===== src/hdl/i2crm_pkg.sv =====
// i2crm_pkg: shared types and constants for the i2c register transfer master
// item structs, register indexes, phase codes and step state
// no dependencies
`default_nettype none

package i2crm_pkg;

  localparam int MAX_BYTES = 7;

  localparam int DEV_ADDR_W  = 7;
  localparam int ATT_LIM_W   = 3;
  localparam int CFG_DATA_W  = 7;
  localparam int CFG_INDEX_W = 1;

  localparam logic [DEV_ADDR_W-1:0] DEV_ADDR_RST = 7'd104;
  localparam logic [ATT_LIM_W-1:0]  ATT_LIM_RST  = 3'd3;

  // register indexes of the configuration port
  localparam logic [CFG_INDEX_W-1:0] CFG_DEV_ADDR  = 1'b0;
  localparam logic [CFG_INDEX_W-1:0] CFG_ATT_LIMIT = 1'b1;

  // bus sequencer phases
  localparam logic [3:0] PH_IDLE      = 4'd0;
  localparam logic [3:0] PH_START1    = 4'd1;
  localparam logic [3:0] PH_TX_DEVW   = 4'd2;
  localparam logic [3:0] PH_ACK_DEVW  = 4'd3;
  localparam logic [3:0] PH_TX_REG    = 4'd4;
  localparam logic [3:0] PH_ACK_REG   = 4'd5;
  localparam logic [3:0] PH_TX_DATA   = 4'd6;
  localparam logic [3:0] PH_ACK_DATA  = 4'd7;
  localparam logic [3:0] PH_MIDSTOP   = 4'd8;
  localparam logic [3:0] PH_START2    = 4'd9;
  localparam logic [3:0] PH_TX_DEVR   = 4'd10;
  localparam logic [3:0] PH_ACK_DEVR  = 4'd11;
  localparam logic [3:0] PH_RX_DATA   = 4'd12;
  localparam logic [3:0] PH_MACK      = 4'd13;
  localparam logic [3:0] PH_STOP_OK   = 4'd14;
  localparam logic [3:0] PH_STOP_FAIL = 4'd15;

  typedef struct packed {
    logic        kind;
    logic        is_read;
    logic [7:0]  reg_addr;
    logic [2:0]  byte_count;
    logic [55:0] write_data;
    logic        sda_in;
  } in_item_t;

  typedef struct packed {
    logic        scl;
    logic        sda_out;
    logic        busy_res;
    logic        done_res;
    logic        success;
    logic [55:0] read_data;
    logic [2:0]  attempts_used;
  } out_item_t;

  // bus sequencer state, cleared by reset
  typedef struct packed {
    logic [3:0]  phase;
    logic [1:0]  tick;
    logic [2:0]  bit_idx;
    logic [2:0]  byte_idx;
    logic [7:0]  shift;
    logic [2:0]  attempts;
    logic        scl;
    logic        sda;
    logic [55:0] read_buf;
  } seq_state_t;

  // transaction command, held from the command item on
  typedef struct packed {
    logic        is_read;
    logic [7:0]  reg_addr;
    logic [2:0]  byte_count;
    logic [55:0] write_data;
  } cmd_latch_t;

endpackage

`default_nettype wire


===== src/hdl/i2c_register_transfer_master.sv =====
// the accepting edge loads the input register; once the result register is free, a later
// edge loads the result register from it and raises out_valid;
// one item per cycle sustained while out_ready holds, each item one bus tick or one command
// reset (rst_n low, synchronous): bus idle with both lines released, counters
// and read buffer cleared, device_address 104, attempt_limit 3
// i2c_register_transfer_master: top level, depends on i2crm_pkg and i2crm_step
`default_nettype none

module i2c_register_transfer_master (
  input  logic                                 clk,
  input  logic                                 rst_n,
  input  logic                                 in_valid,
  output logic                                 in_ready,
  input  i2crm_pkg::in_item_t                  in_item,
  output logic                                 out_valid,
  input  logic                                 out_ready,
  output i2crm_pkg::out_item_t                 out_item,
  input  logic                                 cfg_we,
  input  logic [i2crm_pkg::CFG_INDEX_W-1:0]    cfg_index,
  input  logic [i2crm_pkg::CFG_DATA_W-1:0]     cfg_wdata
);
  import i2crm_pkg::*;

  logic [DEV_ADDR_W-1:0] dev_addr_r;
  logic [ATT_LIM_W-1:0]  att_limit_r;

  logic       in_valid_r;
  in_item_t   in_item_r;
  logic       out_valid_r;
  out_item_t  out_item_r;

  seq_state_t state_r;
  seq_state_t state_nxt;
  cmd_latch_t latch_r;
  cmd_latch_t latch_nxt;
  out_item_t  result;

  logic out_free;
  logic step;

  assign out_free = !out_valid_r || out_ready;
  assign step     = in_valid_r && out_free;
  assign in_ready = !in_valid_r || out_free;

  i2crm_step u_step (
    .state_i     (state_r),
    .latch_i     (latch_r),
    .item_i      (in_item_r),
    .dev_addr_i  (dev_addr_r),
    .att_limit_i (att_limit_r),
    .state_o     (state_nxt),
    .latch_o     (latch_nxt),
    .result_o    (result)
  );

  always_ff @(posedge clk) begin
    if (!rst_n) begin
      dev_addr_r  <= DEV_ADDR_RST;
      att_limit_r <= ATT_LIM_RST;
    end else if (cfg_we) begin
      case (cfg_index)
        CFG_DEV_ADDR:  dev_addr_r  <= cfg_wdata[DEV_ADDR_W-1:0];
        CFG_ATT_LIMIT: att_limit_r <= cfg_wdata[ATT_LIM_W-1:0];
        default: ;
      endcase
    end
  end

  always_ff @(posedge clk) begin
    if (!rst_n) begin
      in_valid_r  <= 1'b0;
      out_valid_r <= 1'b0;
      state_r     <= '{phase: PH_IDLE, tick: 2'd0, bit_idx: 3'd0, byte_idx: 3'd0,
                       shift: 8'h00, attempts: 3'd0, scl: 1'b1, sda: 1'b1,
                       read_buf: '0};
    end else begin
      if (in_ready) begin
        in_valid_r <= in_valid;
      end
      if (out_free) begin
        out_valid_r <= in_valid_r;
      end
      if (step) begin
        state_r <= state_nxt;
      end
    end
  end

  // payload registers
  always_ff @(posedge clk) begin
    if (in_ready && in_valid) begin
      in_item_r <= in_item;
    end
    if (step) begin
      out_item_r <= result;
      latch_r    <= latch_nxt;
    end
  end

  assign out_valid = out_valid_r;
  assign out_item  = out_item_r;

endmodule

`default_nettype wire


===== src/hdl/i2crm_step.sv =====
// i2crm_step: next-state and result logic for one item of the i2c master
// purely combinational, sits between the input register and result register
// depends on i2crm_pkg
`default_nettype none

module i2crm_step (
  input  i2crm_pkg::seq_state_t          state_i,
  input  i2crm_pkg::cmd_latch_t          latch_i,
  input  i2crm_pkg::in_item_t            item_i,
  input  logic [i2crm_pkg::DEV_ADDR_W-1:0] dev_addr_i,
  input  logic [i2crm_pkg::ATT_LIM_W-1:0]  att_limit_i,
  output i2crm_pkg::seq_state_t          state_o,
  output i2crm_pkg::cmd_latch_t          latch_o,
  output i2crm_pkg::out_item_t           result_o
);
  import i2crm_pkg::*;

  seq_state_t s;
  cmd_latch_t l;
  logic       done;
  logic       ok;
  logic       nack;
  logic [2:0] cnt;
  logic [2:0] byte_n;
  logic [2:0] att_n;
  logic [7:0] rx_byte;
  logic [1:0] t;

  always_comb begin
    s       = state_i;
    l       = latch_i;
    done    = 1'b0;
    ok      = 1'b0;
    nack    = 1'b0;
    cnt     = item_i.byte_count;
    byte_n  = state_i.byte_idx + 3'd1;
    att_n   = (state_i.attempts == 3'd7) ? 3'd7 : state_i.attempts + 3'd1;
    rx_byte = {state_i.shift[6:0], item_i.sda_in};
    t       = state_i.tick;

    if (item_i.kind) begin
      // a command while busy is dropped
      if (state_i.phase == PH_IDLE) begin
        if (cnt == 3'd0) cnt = 3'd1;
        if (cnt > 3'(MAX_BYTES)) cnt = 3'(MAX_BYTES);
        l.is_read    = item_i.is_read;
        l.reg_addr   = item_i.reg_addr;
        l.byte_count = cnt;
        l.write_data = item_i.write_data;
        s.phase      = PH_START1;
        s.tick       = 2'd0;
        s.bit_idx    = 3'd0;
        s.byte_idx   = 3'd0;
        s.attempts   = 3'd0;
        s.read_buf   = '0;
        s.scl        = 1'b1;
        s.sda        = 1'b1;
      end
    end else if (state_i.phase == PH_IDLE) begin
      s.scl = 1'b1;
      s.sda = 1'b1;
    end else begin
      // line levels for this tick of the slot
      if (state_i.phase inside {PH_START1, PH_START2}) begin
        s.scl = (t < 2'd2);
        s.sda = (t == 2'd0);
      end else if (state_i.phase inside {PH_MIDSTOP, PH_STOP_OK, PH_STOP_FAIL}) begin
        s.scl = (t >= 2'd1);
        s.sda = (t >= 2'd2);
      end else begin
        s.scl = (t == 2'd1);
        if (state_i.phase inside {PH_TX_DEVW, PH_TX_REG, PH_TX_DATA, PH_TX_DEVR}) begin
          s.sda = state_i.shift[7];
        end else if (state_i.phase == PH_MACK) begin
          // nack after the last byte
          s.sda = ({1'b0, state_i.byte_idx} + 4'd1) >= {1'b0, latch_i.byte_count};
        end else begin
          s.sda = 1'b1;
        end
      end

      if (t < 2'd2) begin
        s.tick = t + 2'd1;
      end else begin
        s.tick = 2'd0;
        case (state_i.phase)
          PH_START1: begin
            s.phase   = PH_TX_DEVW;
            s.shift   = {dev_addr_i, 1'b0};
            s.bit_idx = 3'd0;
          end
          PH_START2: begin
            s.phase   = PH_TX_DEVR;
            s.shift   = {dev_addr_i, 1'b1};
            s.bit_idx = 3'd0;
          end
          PH_MIDSTOP: begin
            s.phase = PH_START2;
          end
          PH_TX_DEVW, PH_TX_REG, PH_TX_DATA, PH_TX_DEVR: begin
            s.shift = {state_i.shift[6:0], 1'b0};
            if (state_i.bit_idx == 3'd7) begin
              s.bit_idx = 3'd0;
              s.phase   = state_i.phase + 4'd1;
            end else begin
              s.bit_idx = state_i.bit_idx + 3'd1;
            end
          end
          PH_ACK_DEVW: begin
            if (item_i.sda_in) begin
              nack = 1'b1;
            end else begin
              s.phase   = PH_TX_REG;
              s.shift   = latch_i.reg_addr;
              s.bit_idx = 3'd0;
            end
          end
          PH_ACK_REG: begin
            if (item_i.sda_in) begin
              nack = 1'b1;
            end else if (latch_i.is_read) begin
              s.phase = PH_MIDSTOP;
            end else begin
              s.byte_idx = 3'd0;
              s.phase    = PH_TX_DATA;
              s.shift    = latch_i.write_data[7:0];
              s.bit_idx  = 3'd0;
            end
          end
          PH_ACK_DATA: begin
            if (item_i.sda_in) begin
              nack = 1'b1;
            end else begin
              s.byte_idx = byte_n;
              if (byte_n >= latch_i.byte_count) begin
                s.phase = PH_STOP_OK;
              end else begin
                s.phase   = PH_TX_DATA;
                s.shift   = 8'(latch_i.write_data >> {byte_n, 3'b000});
                s.bit_idx = 3'd0;
              end
            end
          end
          PH_ACK_DEVR: begin
            if (item_i.sda_in) begin
              nack = 1'b1;
            end else begin
              s.byte_idx = 3'd0;
              s.phase    = PH_RX_DATA;
              s.shift    = 8'h00;
              s.bit_idx  = 3'd0;
            end
          end
          PH_RX_DATA: begin
            s.shift = rx_byte;
            if (state_i.bit_idx == 3'd7) begin
              s.bit_idx = 3'd0;
              if (state_i.byte_idx < 3'(MAX_BYTES)) begin
                s.read_buf = state_i.read_buf
                           | (56'(rx_byte) << {state_i.byte_idx, 3'b000});
              end
              s.phase = PH_MACK;
            end else begin
              s.bit_idx = state_i.bit_idx + 3'd1;
            end
          end
          PH_MACK: begin
            s.byte_idx = byte_n;
            if (byte_n >= latch_i.byte_count) begin
              s.phase = PH_STOP_OK;
            end else begin
              s.phase   = PH_RX_DATA;
              s.shift   = 8'h00;
              s.bit_idx = 3'd0;
            end
          end
          PH_STOP_OK: begin
            done    = 1'b1;
            ok      = 1'b1;
            s.phase = PH_IDLE;
          end
          default: begin
            done    = 1'b1;
            ok      = 1'b0;
            s.phase = PH_IDLE;
          end
        endcase

        // target nack: retry from start without a stop, or give up
        if (nack) begin
          s.attempts = att_n;
          s.byte_idx = 3'd0;
          s.bit_idx  = 3'd0;
          s.phase    = (att_n >= att_limit_i) ? PH_STOP_FAIL : PH_START1;
        end
      end
    end
  end

  assign state_o = s;
  assign latch_o = l;

  assign result_o.scl           = s.scl;
  assign result_o.sda_out       = s.sda;
  assign result_o.busy_res      = (s.phase != PH_IDLE);
  assign result_o.done_res      = done;
  assign result_o.success       = done & ok;
  assign result_o.read_data     = done ? s.read_buf : '0;
  assign result_o.attempts_used = s.attempts;

endmodule

`default_nettype wire


===== config.mk =====
export PLATFORM = sky130hd
export DESIGN_NAME = i2c_register_transfer_master
export DESIGN_NICKNAME = d
export VERILOG_FILES = /design/src/hdl/i2crm_pkg.sv /design/src/hdl/i2c_register_transfer_master.sv /design/src/hdl/i2crm_step.sv
export SDC_FILE = /design/constraint.sdc
export NUM_CORES = 1
export LEC_CHECK = 0
export BUFFER_PORTS_ARGS = -buffer_cell sky130_fd_sc_hd__buf_2
export CAP_MARGIN = 20
export CORE_MARGIN = 1
export CORE_UTILIZATION = 49
export DETAILED_ROUTE_END_ITERATION = 8
export GPL_TIMING_DRIVEN = 0
export PLACE_DENSITY = 0.66
export SETUP_SLACK_MARGIN = 0.15
export SLEW_MARGIN = 10
export SYNTH_ARGS = -nofsm -noshare
export SYNTH_HDL_FRONTEND = slang
export SYNTH_SLANG_ARGS = --single-unit

===== constraint.sdc =====
create_clock -name clk -period 5.7 [get_ports clk]
set_input_delay 0.285 -clock clk [delete_from_list [all_inputs] [get_ports clk]]
set_output_delay 0.285 -clock clk [all_outputs]
set_load 0.1 [all_outputs]

Word-level counts from Yosys, hierarchy flattened --
Cells that the tools add are included.
Word-level totals: output and inout port bits 66, register bits 295, logic and storage cells 175, input port bits 83
Operators by class: bitwise gates (word level) 6, equal/unequal tests 33, reduce and logical (&&, ||, !) cells 28, add/subtract/negate cells 6, muxes and demuxes 62, shift operators 2, order comparisons 8
Operator list (count):
- 56-bit two-way mux | 5
- 61-bit two-way mux | 2
- 8-bit case mux with 9 select lines | 1
- 14-bit two-way mux | 4
- 56-bit OR | 1
- 8-bit by 6-bit << shifter with 56-bit output | 1
- 56-bit by 6-bit >> shifter with 8-bit output | 1
- 4-bit two-way mux | 11
- 4-bit case mux with 10 select lines | 1
- 4-bit == test, second input constant | 8
- 12-bit two-way mux | 2
- 3-bit two-way mux | 8
- 8-bit two-way mux | 3
- 23-bit two-way mux | 1
- 3-bit case mux with 7 select lines | 1
- 4-bit by 3-bit inequality test with 1-bit output, second input constant | 5
- 2-bit inequality test, second input constant | 9
- 9-bit nonzero test | 2
- 17-bit two-way mux | 1
- 4-bit by 3-bit == test with 1-bit output, second input constant | 4
- 1-bit two-way mux | 15
- 13-bit OR reduction | 1
- 3-bit case mux with 4 select lines | 1
- 12-bit AND reduction | 1
- 37 further kinds | 56

Logic depth before layout (Yosys ltp) --
depth after elaboration 11, depth in mapped cells 10, mapped depth without buffers 10

By module --
From an unflattened synthesis, not the netlist that was laid out.
Second synthesis, totals: cells, all modules 1291, area, all modules 13815.8 sq um
Modules (own cells, without submodules):
- i2c_register_transfer_master | cells an instance 607, instances 1, area an instance 9779.4 sq um
- i2crm_step | cells an instance 684, instances 1, area an instance 4036.4 sq um

Least setup slack after synthesis --
Ideal clock, no wire load.
kind register -> register, start point register out_valid_r (netlist: out_valid), end point register latch_r[0] (netlist bit) (enable), stages on the path, launching flop included 8, arrival time 4.594 ns, path buffers 2, library setup time 0.557 ns, path slack 0.549 ns, cell sequence dfxtp_1 -> nand2b_1 -> nand2_2 -> clkinv_1 -> nand3_1 -> buf_2 -> buf_1 -> inv_1
Between the ends: cells in the longest elaborated chain, start to end 4
Ends and longest elaborated chain:
- start, declared | line i2c_register_transfer_master.sv:29 | logic out_valid_r;
- start signal, assigned | line i2c_register_transfer_master.sv:81 | out_valid_r <= in_valid_r;
- 1-bit logical NOT | line i2c_register_transfer_master.sv:41 | assign out_free = !out_valid_r || out_ready;
- 1-bit logical OR | line i2c_register_transfer_master.sv:41
- 1-bit logical AND | line i2c_register_transfer_master.sv:42 | assign step = in_valid_r && out_free;
- named net step | line i2c_register_transfer_master.sv:39 | logic step;
- 3-bit AND reduction (no source line)
- end signal, assigned | line i2c_register_transfer_master.sv:96 | latch_r <= latch_nxt;
- end, declared | line i2c_register_transfer_master.sv:34 | cmd_latch_t latch_r;
The timed path passes the listed nets, and every way through them passes these cells. A chain may end at the register's enable or synchronous reset.

Worst setup path after layout --
start point register state_r[70] (netlist bit), end point register state_r[64] (netlist bit)
Between the ends: cells in the longest elaborated chain, start to end 5, elaborated cells on any way between the ends 9, those cells by class add/sub (1); order compare (1); eq/ne (2); shift (1); mux (3); reduce/logical (1)
Ends and longest elaborated chain:
- start, declared | line i2c_register_transfer_master.sv:32 | seq_state_t state_r;
- start signal, assigned | line i2c_register_transfer_master.sv:73 | state_r <= '{phase: PH_IDLE, tick: 2'd0, bit_idx: 3'd0, byte_idx: 3'd0,
- start signal, assigned | line i2c_register_transfer_master.sv:84 | state_r <= state_nxt;
- 3-bit by 1-bit adder with 3-bit output * | line i2crm_step.sv:36 | byte_n = state_i.byte_idx + 3'd1;
- 56-bit by 6-bit >> shifter with 8-bit output | line i2crm_step.sv:139 | s.shift = 8'(latch_i.write_data >> {byte_n, 3'b000});
- 8-bit two-way mux | line i2crm_step.sv:135 | if (byte_n >= latch_i.byte_count) begin
- 14-bit two-way mux | line i2crm_step.sv:131 | if (item_i.sda_in) begin
- 8-bit case mux with 9 select lines | line i2crm_step.sv:86 | case (state_i.phase)
Every way passes the cells marked *; elsewhere a longest branch is shown, timed or not. The select of a mux whose other input is x is not followed.

==> summary.txt <==
status - complete, no violations
largest net degree at the start of global routing - 69
fin nets - 1333
Power per Cell Area - 317 nW/um^2
R2R setup slack - 2.03 ns
Post-route DRC - 0
Top delay family on crit path - compound AO/OA/AOI/OAI gates
worst hold path endpoint - dev_addr_r[4]$_SDFFE_PN0P_
area leader, netlist - edfxtp_1
Setup-failing EPs final - 0
Tmin final - 3.67 ns
total wire length after detailed routing - 30900 um
CP bufs+invs - 1
Via density - 5.67
Pre-antenna DRT Iters - 5
routed length per instance - 19.5 um
R2R cell count - 10
Layout Skew - 0.0181 ns
worst r2r src - state_r[70]$_SDFFE_PN0P_
cell depth of the worst setup path - 10
hold violation count in the final report - 0
final antenna-violating net count - 0
initial antenna violation count - 0
clk_lat worst skew - 0.56 ns
critical path class - reg2reg
Setup crit end kind - flop
Mean Syn Cell Area - 12.4 um^2
Vias - 8974
Synth Net Count - 1074
CP max-delay cell - xor2_1
worst path arrival time - 4.11 ns
clk slew on worst S/H paths - 0.06 ns
CP max stage delay - 0.54 ns
dpl hpwl - 20600 um
Die ar. - 25400 um^2
fin crit share - 64.4%
Top cell by count, worst path - ha_1
CP required - 6.14 ns
sequential fraction of the synthesis area - 65.4%
placeable core area - 24300 um^2
Yosys warnings - 0
Antenna diodes - 0
post-synth top area share - 50.0%
die span in y - 159 um
Pleak - 5.20 nW
row count - 57
FMAX - 272 MHz
number of synthesized flops with an enable pin - 202
count of cell types in the netlist - 79
Main synth FF type - edfxtp_1
initial core utilization - 49.9%
setup total negative slack - 0 ns
CTS tree - yes
count leader, synth - edfxtp_1
final slew viol count - 0
worst path cell trace - ha_1 -> xor2_1 -> clkbuf_1 -> ha_1 -> a21oi_1 -> o21ai_2 -> a2111oi_4 -> and2b_1 -> nor2_2 -> a221o_1
total gr overflow - 0
global placement routability congestion - 0.898
gr usage total - 24.2%
hold depth - 3
layout filler cell count - 1903
Syn Std Cell Area - 12100 um^2
Worst Hold Class - in2reg
synth top area cells - edfxtp_1 (50%), dfxtp_1 (15%), nor2_1 (4.5%)
RSZ-0062 raised after global routing - false
setup bufs post-CTS - 0
Area Growth Syn to Fin - 24.5%
worst rel slew slack - 29.7%
min-delay src - cfg_wdata[4]
Synth Register Bits - 295
Worst VDD drop - 0.322 mV
Max-cap violations - 0
worst slew pin tran - 1.05 ns
first-pass GRT wire length - 48200 um
CTS buffer count - 30
vias in the first global route - 8808
die width - 159 um
I/O Pins - 149
Critical Path Source Type - flop
clock buffer depth - 3
Num Clock Sinks - 295
Tot Pwr - 0.00479 W
CTS Root Cell - clkbuf_16
H-Tree Depth - 1
asr flop ratio synth - 0%
ratio of cells with drive above 1 in the final layout - 20.4%
Worst Path Max Fanout - 10
worst flop-to-flop path endpoint - state_r[64]$_SDFFE_PN0P_
cells after synthesis - 976
DR iter-0 viols - 753
Post-synth top cells - edfxtp_1 (202), nor2_1 (145), dfxtp_1 (93)
Port Buffers - 148
==> registers in the layout (all words and copies together) (netlist names) <==
| register | cells |
|---|---|
| out_item | 64 |
| in_valid_r | 1 |
| state_r | 81 |
| out_valid | 1 |
| att_limit_r | 3 |
| latch_r | 68 |
| dev_addr_r | 7 |
| in_item_r | 70 |
==> how the worst max path moves through the flow <==
stage	start	endpoint	slack, ns
after floorplan	out_valid$_SDFFE_PN0P_	latch_r[0]$_DFFE_PP_	0.55
after global placement	out_ready	latch_r[67]$_DFFE_PP_	-0.34
after detailed placement	state_r[70]$_SDFFE_PN0P_	state_r[64]$_SDFFE_PN0P_	2.04
after CTS	state_r[70]$_SDFFE_PN0P_	state_r[64]$_SDFFE_PN0P_	2.04
after global routing	state_r[70]$_SDFFE_PN0P_	state_r[68]$_SDFFE_PN0P_	1.76
final	state_r[70]$_SDFFE_PN0P_	state_r[64]$_SDFFE_PN0P_	2.03
==> metrics by stage <==
stage               setup slack (ns)  std cells  instance area, um^2  hold slack [ns]  utilization (%)
floorplan                      0.549        976                12100            0.384                -
global placement              -0.339       1448                13300            0.401             54.6
detailed placement              2.04       1450                13300            0.405             54.8
CTS                             2.04       1583                15100         0.000775             62.1
global route                    1.76       1583                15100          0.00738             62.1
finish                          2.03       1583                15100           0.0240             62.1
==> worst register-to-register path, stage by stage, from the launching register on <==
cell	delay, ns
dfxtp_1	0.47
ha_1	0.29
xor2_1	0.54
clkbuf_1	0.47
ha_1	0.35
a21oi_1	0.18
o21ai_2	0.17
a2111oi_4	0.38
and2b_1	0.25
nor2_2	0.10
a221o_1	0.36
==> cell type report <==
type | count | area, um^2 | share of cell area (%)
clock inverters | 11 | 146 | 0.970
clock buffers | 45 | 857 | 5.68
multi-input cells | 587 | 3740 | 24.8
well taps | 324 | 405 | 2.69
flip-flops and latches | 295 | 7930 | 52.5
repair buffers | 227 | 1550 | 10.3
inverters | 18 | 71.3 | 0.473
plain buffers | 76 | 398 | 2.64
==> logic make-up (layout without fill, tap and decap cells) <==
| kind of cell | Yosys count | in the layout | share of synthesized area, % |
|---|---|---|---|
| DFF | 295 | 295 | 65.4 |
| muxes | 21 | 21 | 2.65 |
| and+or+nand+nor | 295 | 295 | 11.4 |
| xor gates and xnor gates | 1 | 1 | 0.0722 |
| AOI/OAI and AO/OA | 255 | 255 | 15.1 |
| buffers and inverters | 94 | 377 | 3.84 |
| adders and majority gates | 15 | 15 | 1.55 |
==> cells in the final DEF (no fill, tap or decap), types with 24 or more instances in the layout <==
master         synthesis  layout
buf_2                  9     157
edfxtp_1             202     202
o21ai_0               27      27
nand2_1               60      60
a22oi_1               53      53
dfxtp_1               93      93
a32oi_1               39      39
clkbuf_16              0      30
clkbuf_1              42      52
a21oi_1               49      49
nor2_1               145     145
dlygate4sd3_1          0      77
a31oi_1               24      24
==> report_power, final <==
| group | switching, W | internal [W] | total (W) |
|---|---|---|---|
| logic | 0.000305 | 0.000111 | 0.000416 |
| registers | 0.0000232 | 0.00237 | 0.00239 |
| clock network | 0.000804 | 0.00117 | 0.00198 |
==> what timing repair did <==
item / CTS / global route
hold endpoints to repair: 80 / 0
hold buffers: 77 / 0
resized for setup: 0 / 0
==> metal layers <==
| metal | track usage (%) | routed length (um) | up-vias |
|---|---|---|---|
| met5 | 0 | 0 | - |
| met4 | 7.34 | 808 | 0 |
| met3 | 3.52 | 1950 | 58 |
| met2 | 40.1 | 14700 | 379 |
| met1 | 33.2 | 13500 | 4308 |
| li1 | - | - | 4229 |
No activity file was read; power rests on OpenSTA's default activity.
